[src/rtl/det_pkg.sv]
package det_pkg;

	localparam int TIMER_WIDTH = 16;
	localparam int CFG_WIDTH = 16;
	localparam int STEP_WIDTH = 8;
	localparam int CFG_INDEX_WIDTH = 2;

	typedef enum logic [2:0] {
		ST_IDLE = 3'd0,
		ST_DEBOUNCE = 3'd1,
		ST_EXECUTE = 3'd2,
		ST_COOLDOWN = 3'd3,
		ST_BLOCKED = 3'd4
	} state_t;

	typedef enum logic [1:0] {
		ACT_RUN = 2'd0,
		ACT_RESET = 2'd1,
		ACT_READ = 2'd2,
		ACT_BLOCK = 2'd3
	} action_t;

	typedef enum logic [CFG_INDEX_WIDTH-1:0] {
		REG_DEBOUNCE = 2'd0,
		REG_COOLDOWN = 2'd1,
		REG_HAS_DEP = 2'd2,
		REG_NONE = 2'd3
	} cfg_reg_t;

	typedef struct packed {
		action_t action;
		logic condition_met;
		logic dependent_blocked;
		logic [STEP_WIDTH-1:0] time_step;
	} in_item_t;

	typedef struct packed {
		logic [2:0] state_now;
		logic fired;
		logic release_dependent;
		logic event_flag;
	} out_item_t;

endpackage

[src/rtl/debounced_event_trigger.sv]
// Debounced event trigger: a five-state trigger (idle, debounce, execute, cooldown,
// blocked) with a saturating elapsed-tick timer of TIMER_WIDTH bits. Each item adds
// its time step to the timer and then performs its action; one result comes back per
// item. The whole state update is a single pass between the input register and the
// result register, so one item is taken per clock while result_ready stays high; a
// stalled result register holds the input register, and item_ready falls once both
// are full. Each item waits in the input register and its result is then registered in the
// result register, from which it is taken. Configuration writes are always accepted
// (cfg_ready is always high) and are meant for idle periods.
module debounced_event_trigger #(
	parameter int TIMER_WIDTH = det_pkg::TIMER_WIDTH
) (
	input logic clk,
	input logic arst_n,
	input logic cfg_valid,
	output logic cfg_ready,
	input det_pkg::cfg_reg_t cfg_index,
	input logic [det_pkg::CFG_WIDTH-1:0] cfg_data,
	input logic item_valid,
	output logic item_ready,
	input det_pkg::in_item_t item,
	output logic result_valid,
	input logic result_ready,
	output det_pkg::out_item_t result
);

	logic valid_s1;
	det_pkg::in_item_t item_s1;
	logic load_ready;
	logic step;
	det_pkg::out_item_t result_s1;

	assign cfg_ready = 1'b1;
	assign item_ready = !valid_s1 || load_ready;
	assign step = valid_s1 && load_ready;

	always_ff @(posedge clk or negedge arst_n) begin
		if (!arst_n) begin
			valid_s1 <= 1'b0;
		end else if (item_ready) begin
			valid_s1 <= item_valid;
		end
	end

	always_ff @(posedge clk) begin
		if (item_valid && item_ready) begin
			item_s1 <= item;
		end
	end

	det_core #(
		.TIMER_WIDTH(TIMER_WIDTH)
	) u_core (
		.clk(clk),
		.arst_n(arst_n),
		.cfg_valid(cfg_valid && cfg_ready),
		.cfg_index(cfg_index),
		.cfg_data(cfg_data),
		.step(step),
		.item(item_s1),
		.result(result_s1)
	);

	det_out_reg u_out (
		.clk(clk),
		.arst_n(arst_n),
		.load_valid(valid_s1),
		.load_ready(load_ready),
		.load_data(result_s1),
		.result_valid(result_valid),
		.result_ready(result_ready),
		.result(result)
	);

endmodule

[src/rtl/det_core.sv]
module det_core #(
	parameter int TIMER_WIDTH = det_pkg::TIMER_WIDTH
) (
	input logic clk,
	input logic arst_n,
	input logic cfg_valid,
	input det_pkg::cfg_reg_t cfg_index,
	input logic [det_pkg::CFG_WIDTH-1:0] cfg_data,
	input logic step,
	input det_pkg::in_item_t item,
	output det_pkg::out_item_t result
);

	localparam int CW = (TIMER_WIDTH > det_pkg::CFG_WIDTH) ? TIMER_WIDTH : det_pkg::CFG_WIDTH;

	logic [det_pkg::CFG_WIDTH-1:0] debounce_q;
	logic [det_pkg::CFG_WIDTH-1:0] cooldown_q;
	logic has_dep_q;

	det_pkg::state_t state_q, state_d;
	logic [TIMER_WIDTH-1:0] timer_q, timer_d;
	logic pending_q, pending_d;

	logic [TIMER_WIDTH:0] sum;
	logic [TIMER_WIDTH-1:0] timer_sat;
	logic gate;
	logic debounce_done;
	logic cooldown_done;

	always_ff @(posedge clk or negedge arst_n) begin
		if (!arst_n) begin
			debounce_q <= '0;
			cooldown_q <= '0;
			has_dep_q <= 1'b0;
		end else if (cfg_valid) begin
			unique case (cfg_index)
				det_pkg::REG_DEBOUNCE: debounce_q <= cfg_data;
				det_pkg::REG_COOLDOWN: cooldown_q <= cfg_data;
				det_pkg::REG_HAS_DEP: has_dep_q <= cfg_data[0];
				default: ;
			endcase
		end
	end

	// saturating elapsed timer
	assign sum = {1'b0, timer_q} + (TIMER_WIDTH+1)'(item.time_step);
	assign timer_sat = sum[TIMER_WIDTH] ? '1 : sum[TIMER_WIDTH-1:0];

	assign gate = item.condition_met && (!has_dep_q || item.dependent_blocked);
	assign debounce_done = CW'(timer_sat) >= CW'(debounce_q);
	assign cooldown_done = CW'(timer_sat) >= CW'(cooldown_q);

	always_comb begin
		state_d = state_q;
		timer_d = timer_sat;
		pending_d = pending_q;
		unique case (item.action)
			det_pkg::ACT_RUN: begin
				unique case (state_q)
					det_pkg::ST_IDLE: begin
						if (gate) begin
							if (debounce_q != '0) begin
								timer_d = '0;
								state_d = det_pkg::ST_DEBOUNCE;
							end else begin
								state_d = det_pkg::ST_EXECUTE;
							end
						end
					end
					det_pkg::ST_DEBOUNCE: begin
						if (!gate) begin
							state_d = det_pkg::ST_IDLE;
						end else if (debounce_done) begin
							state_d = det_pkg::ST_EXECUTE;
						end
					end
					det_pkg::ST_EXECUTE: begin
						pending_d = 1'b1;
						timer_d = '0;
						state_d = det_pkg::ST_COOLDOWN;
					end
					det_pkg::ST_COOLDOWN: begin
						if (cooldown_done) begin
							state_d = has_dep_q ? det_pkg::ST_BLOCKED : det_pkg::ST_IDLE;
						end
					end
					default: ;
				endcase
			end
			det_pkg::ACT_RESET: state_d = det_pkg::ST_IDLE;
			det_pkg::ACT_READ: pending_d = 1'b0;
			det_pkg::ACT_BLOCK: begin
				if (state_q == det_pkg::ST_IDLE) begin
					state_d = det_pkg::ST_BLOCKED;
				end
			end
			default: ;
		endcase
	end

	always_comb begin
		result.state_now = state_d;
		result.fired = (item.action == det_pkg::ACT_RUN) && (state_q == det_pkg::ST_EXECUTE);
		result.release_dependent = (item.action == det_pkg::ACT_RUN) &&
			(state_q == det_pkg::ST_COOLDOWN) && cooldown_done && has_dep_q;
		result.event_flag = (item.action == det_pkg::ACT_READ) && pending_q;
	end

	always_ff @(posedge clk or negedge arst_n) begin
		if (!arst_n) begin
			state_q <= det_pkg::ST_IDLE;
			timer_q <= '0;
			pending_q <= 1'b0;
		end else if (step) begin
			state_q <= state_d;
			timer_q <= timer_d;
			pending_q <= pending_d;
		end
	end

endmodule

[src/rtl/det_out_reg.sv]
module det_out_reg (
	input logic clk,
	input logic arst_n,
	input logic load_valid,
	output logic load_ready,
	input det_pkg::out_item_t load_data,
	output logic result_valid,
	input logic result_ready,
	output det_pkg::out_item_t result
);

	logic valid_q;
	det_pkg::out_item_t data_q;

	assign load_ready = !valid_q || result_ready;

	always_ff @(posedge clk or negedge arst_n) begin
		if (!arst_n) begin
			valid_q <= 1'b0;
		end else if (load_ready) begin
			valid_q <= load_valid;
		end
	end

	always_ff @(posedge clk) begin
		if (load_valid && load_ready) begin
			data_q <= load_data;
		end
	end

	assign result_valid = valid_q;
	assign result = data_q;

endmodule

[config.mk]
export PLATFORM = sky130hd
export DESIGN_NAME = debounced_event_trigger
export DESIGN_NICKNAME = d
export VERILOG_FILES = /design/src/rtl/det_pkg.sv /design/src/rtl/debounced_event_trigger.sv /design/src/rtl/det_core.sv /design/src/rtl/det_out_reg.sv
export SDC_FILE = /design/constraint.sdc
export NUM_CORES = 1
export LEC_CHECK = 0
export BUFFER_PORTS_ARGS = -buffer_cell sky130_fd_sc_hd__buf_2
export CAP_MARGIN = 30
export CORE_AREA = 2 2 96 98
export CTS_BUF_LIST = sky130_fd_sc_hd__clkbuf_4 sky130_fd_sc_hd__clkbuf_8
export DETAILED_ROUTE_END_ITERATION = 10
export DIE_AREA = 0 0 98 100
export PLACE_DENSITY = 0.8
export SLEW_MARGIN = 40
export SYNTH_ARGS = -nofsm -noshare
export SYNTH_HDL_FRONTEND = slang
export SYNTH_SLANG_ARGS = --single-unit
[constraint.sdc]
create_clock -name clk -period 5.7 [get_ports clk]
set_clock_uncertainty 0.1 [all_clocks]
set_input_delay 0.57 -clock clk [delete_from_list [all_inputs] [get_ports clk]]
set_output_delay 0.57 -clock clk [all_outputs]
set_load 0.02 [all_outputs]
# [After elaboration in Yosys (flattened, before gate mapping)]
# Index checks and enable logic that the tools add are counted.
[classes] add_sub_neg=1 n_reduce_logical=23 eq_ne=9 n_lt_le_gt_ge=2 n_mux=16
[ops] cell="2-to-1 mux 16 bit" count=4
[ops] cell=">= comparator 16 bit" count=2
[ops] cell="case mux 16 bit (2 select lines)" count=1
[ops] cell="2-to-1 mux 3 bit" count=6
[ops] cell="adder 16 x 8 -> 17 bit" count=1
[ops] cell="nonzero test 16 bit" count=1
[ops] cell="case mux 3 bit (4 select lines)" count=1
[ops] cell="case mux 3 bit (3 select lines)" count=1
[ops] cell="logical AND 1 bit" count=8
[ops] cell="equality test 2 bit, second input constant" count=3
[ops] cell="equality test 3 x 2 -> 1 bit, second input constant" count=2
[ops] cell="AND reduction 2 bit" count=3
[ops] cell="equality test 2 x 1 -> 1 bit, second input constant" count=2
[ops] cell="logical NOT 2 bit" count=2
[ops] cell="equality test 3 x 1 -> 1 bit, second input constant" count=1
[ops] cell="logical NOT 1 bit" count=3
[ops] cell="logical NOT 3 bit" count=1
[ops] cell="logical OR 1 bit" count=3
[ops] cell="AND reduction 3 bit" count=1
[ops] cell="2-to-1 mux 2 bit" count=1
[ops] cell="inequality test 2 bit, second input constant" count=1
[ops] cell="case mux 1 bit (2 select lines)" count=1
[ops] cell="nonzero test 2 bit" count=1
[ops] cell="2-to-1 mux 1 bit" count=1
[word_totals] elab_cells=67 register_bits=73 inputBits=35 out_inout_bits=9

# [Depth between registers and ports, before layout]
[depth] ltp_word=7 ltp_mapped=15 ltp_nobuf=15

# [By module]
# A second synthesis with hierarchy kept.
[unflattened] hier_cells=436 hier_area_um2=4394.2
[modules_own_cells] module="det_core" area_per_inst_um2=3728.6 cells_each=407 seq_area_each_um2=1326.3 instances=1
[modules_own_cells] module="debounced_event_trigger" area_per_inst_um2=431.7 cells_each=19 seq_area_each_um2=385.4 instances=1
[modules_own_cells] module="det_out_reg" area_per_inst_um2=234.0 cells_each=10 seq_area_each_um2=205.2 instances=1

# [Worst setup path after synthesis]
# No wires, ideal clock.
[synth_path] path_type="flip-flop to flip-flop" startpoint="register item_s1[0] (netlist bit)" endpoint="register u_out.data_q, in the netlist u_out.result[4] (data pin)" arrival_time_ns=3.615 setup_time_ns=0.259 path_stages_with_launch=15 required_ns=5.341 setup_slack_ns=1.725 n_path_buf=0 synth_period_minus_slack_ns=3.975 path_cell_list="edfxtp_1 > ha_1 > fa_1 > a211oi_1 > o21bai_1 > a31oi_4 > nor2_1 > nor2_1 > ha_1 > nand2b_1 > a2111o_1 > a311oi_1 > o211ai_1 > and4b_1 > or2_1"
[synth_lines] item="from (decl)" line_no="debounced_event_trigger.sv:28" text="det_pkg::in_item_t item_s1;"
[synth_lines] item="from (signal assigned)" line_no="debounced_event_trigger.sv:47" text="item_s1 <= item;"
[synth_lines] item="to (signal assigned)" line_no="det_out_reg.sv:27" text="data_q <= load_data;"
[synth_lines] item="to (decl)" line_no="det_out_reg.sv:13" text="det_pkg::out_item_t data_q;"

==> results.py <==
metrics = {
    "sta": {
        "hold_viol_final": 0,
        "timing_worst_slew_pin_value_ns": 0.6929,
        "grt_setup_unrepaired": "false",
        "layout_worst_path_cycle_share": 0.8370,
        "slew_viol_final": 0,
        "layout_min_cycle_time_ns": 4.771,
        "finalSetupViolations": 0,
        "relSlewSlack": 0.5381,
        "fin_setup_tns_ns": 0,
        "fin_hold_ws_ns": 0.2441,
        "max_freq_ghz": 0.2096,
    },
    "pwr": {
        "power_leakage_nw": 2.209,
        "peakVddDrop_uv": 157.6,
        "power.density_cell_area_mw_per_mm2": 411.6,
    },
    "detailed_routing": {
        "post_drt_wl_per_cell_um": 16.30,
        "route.detailed.drc": 0,
        "wirelength_um": 9439,
        "drtAntennaViolNets": 0,
        "via_per_inst": 5.750,
        "num_vias": 3329,
        "drt_first_pass_iters": 6,
        "count_of_routing_violations_after_the_opening_detailed_route_iteration": 176,
    },
    "yosys": {
        "syn_area_per_cell_um2": 10.11,
        "postSynthRegisterBits": 73,
        "synth_edf_count": 18,
        "synth_seq_area_share": 0.4526,
        "synthCells": 419,
        "async_flop_share": 0.7534,
        "yosysWarningCount": 0,
        "yosys_most_used_dff": "sky130_fd_sc_hd__dfrtp_1",
        "mappedNetlistArea_mm2": 0.004235,
        "synthDistinctLibCells": 57,
        "synthesis.nets": 495,
    },
    "clock_tree": {
        "clk_pin_slew_worst_paths_ns": 0.08,
        "cts.hold.buffers_added": 0,
        "clock_latency_at_the_later_pin_of_the_worst_skew_pair_ns": 0.36,
        "clock_tree.htree_level_count": 3,
        "root_buffer": "sky130_fd_sc_hd__clkbuf_8",
        "cts-resized-gates": 0,
        "cts_inserted_buffers": 9,
        "ctsLongestPathBuffers": 2,
        "clock-sinks": 73,
        "post_cts_buffers": 0,
        "cts_tree": "done",
    },
    "finish": {
        "area_growth_syn_to_layout_pct": 12.20,
        "final_util": 0.5346,
        "leading_cell_types_in_the_layout_fill_and_taps_excluded": "sky130_fd_sc_hd__dfrtp_1, sky130_fd_sc_hd__buf_2, sky130_fd_sc_hd__inv_1",
        "finalNetCount": 539,
        "share_of_cells_above_drive_strength_1": 0.1795,
        "final_non_filler_cell_area_mm2": 0.004752,
        "post_layout_nonfiller_instances": 579,
        "layout_commonest_cell": "sky130_fd_sc_hd__dfrtp_1",
        "antennaDiodeCount": 0,
    },
    "die": {
        "core_area_mm2": 0.008890,
        "dieArea_mm2": 0.009800,
        "die_height_um": 100,
        "num_rows": 35,
        "die_width_um": 98,
        "initial_utilization": 0.4764,
        "design.portCount": 44,
    },
    "placed_design": {
        "port_buffers": 42,
        "placed_cells": 562,
        "place_congestion": 0.9516,
        "dpl_cell_area_mm2": 0.004551,
        "place_hpwl_um": 6952,
    },
    "grt": {
        "global_route_wire_length_before_repair_um": 15780,
        "maximum_number_of_pins_on_one_net_before_global_route_repair": 56,
        "globalRoute.totalOverflow": 0,
        "initial_antenna_violation_count": 0,
        "gr_util_all_layers": 0.2039,
        "vias_in_the_first_global_route": 3269,
    },
    "setup_path": {
        "cp-endpoint": "u_out.result[3]",
        "critical_path.startpoint": "u_core.timer_q[0]",
        "worst-setup-path-type": "flop to flop",
        "critical_path_cell_count": 14,
        "worstPathMaxFanout": 10,
        "regToRegEndpoint": "u_out.result[3]",
        "crit-reg2reg-launch": "u_core.timer_q[0]",
        "path_delay_family": "compound AO/OA/AOI/OAI gates",
        "timing.critical_path.buf_inv": 0,
        "data_required_time_at_the_worst_endpoint_ns": 5.80,
        "cpPeakStageDelay_ns": 0.43,
        "reg2regPathDepth": 14,
        "start_kind": "flop",
        "setup.worst_path.end_class": "flop",
        "cpMaxStageDelayCell": "sky130_fd_sc_hd__fa_1",
        "crit_path_cell_trace": "ha_1 -> fa_1 -> a211oi_1 -> o21bai_1 -> a31oi_4 -> or2_1 -> o21ai_1 -> ha_1 -> a2111oi_0 -> o21ai_1 -> a221oi_1 -> o21ai_0 -> a221o_1 -> a21oi_1",
        "setup.reg_to_reg.worst_slack_ns": 0.93,
        "worst-endpoint-arrival_ns": 4.87,
    },
    "flow_run": {
        "maxCapViolCount": 0,
    },
    "outcome": {
        "status": "completed",
    },
    "hold_path": {
        "hp-class": "input pin to asynchronous set/reset pin",
    },
}
[power by group]
part           leakage, nW  internal [W]  switching [W]
Combinational         1.26      0.000353       0.000486
Clock                0.103      0.000205       0.000203
Sequential           0.848      0.000637      0.0000731
Total                 2.21       0.00119       0.000761
[how the worst min path moves through the flow]
| stage | from | slack, ns | end |
|---|---|---|---|
| after floorplan | arst_n | 0.17 | u_core.cooldown_q[0] |
| final | arst_n | 0.24 | u_core.debounce_q[15] |
| after global placement | valid_s1 | 0.37 | u_out.result_valid |
| after global routing | item[5] | 0.27 | item_s1[5] |
| after detailed placement | valid_s1 | 0.38 | u_out.result_valid |
| after CTS | arst_n | 0.27 | u_core.debounce_q[15] |
[sequential cells by signal, indices dropped and copies added (netlist names)]
name	flops
u_out.result	6
item_s1	12
u_core.timer_q	16
u_core.debounce_q	16
u_out.result_valid	1
u_core.pending_q	1
valid_s1	1
u_core.state_q	3
u_core.has_dep_q	1
u_core.cooldown_q	16
[metrics by stage]
step	total power, W	setup WS, ns
floorplan	0.001310	1.725
global placement	0.001498	1.254
detailed placement	0.001535	1.121
CTS	0.001957	0.9917
global route	0.002109	0.5457
finish	0.001956	0.9293
[layer usage]
| layer | GRT usage | up-vias | wire (um) |
|---|---|---|---|
| li1 | - | 1616 | - |
| met1 | 0.2626 | 1579 | 4217 |
| met2 | 0.3404 | 107 | 4529 |
| met3 | 0.02994 | 27 | 374 |
| met4 | 0.09829 | 0 | 317 |
| met5 | 0 | - | 0 |
[layout make-up]
type                            count  area [um^2]
Fill cell                         778         4138
Multi-Input combinational cell    293         2116
Sequential cell                    73         1917
Timing Repair Buffer               45        236.5
Inverter                           41        153.9
Tap cell                          111        138.9
Clock buffer                       10        131.4
Clock inverter                      6        58.81
[worst reg2reg max path: cells and delay by family (launching register included)]
| kind | cells | cell delay, ns |
|---|---|---|
| flops | 1 | 0.40 |
| fa+ha+maj | 3 | 1.00 |
| simple gates | 1 | 0.34 |
| compound gates | 10 | 2.80 |
[kinds of logic (layout without fill, tap and decap cells)]
| family | Yosys count | after routing | synth area share |
|---|---|---|---|
| and+or+nand+nor | 110 | 110 | 0.1294 |
| xor gates and xnor gates | 7 | 7 | 0.01448 |
| buffers and inverters | 53 | 102 | 0.04904 |
| DFF | 73 | 73 | 0.4526 |
| adders and majority gates | 41 | 41 | 0.1229 |
| muxes | 20 | 20 | 0.05318 |
| AOI/OAI and AO/OA | 114 | 114 | 0.1776 |
| other | 1 | 1 | 0.0008854 |
[synthesized netlist by cell type (all sizes together) (2+ instances only)]
cell type   n  area (um^2)
a211oi      9        67.56
a21o        4        30.03
a21oi      19        95.09
a22o        9        78.83
a31oi       7        58.81
and3        4        25.02
and4        3        26.28
buf         3        20.01
clkbuf      9        33.78
dfrtp      55         1376
edfxtp     18        540.5
ha         40        500.5
inv        41        153.9
mux2       20        225.2
nand2      37        138.9
nand2b      9        56.30
nand3       5        25.02
nand3b      4        30.03
nand4       5        31.28
nor2       23        86.33
nor3        4        20.02
nor3b       2        15.01
nor4        4        25.02
o211ai      5        37.54
o21a        5        37.54
o21ai      37        185.2
o21bai      3        22.52
or2         4        25.03
or3         2        12.51
xnor2       5        43.79
xor2        2        17.52
No activity file was read; power rests on OpenSTA's default activity.
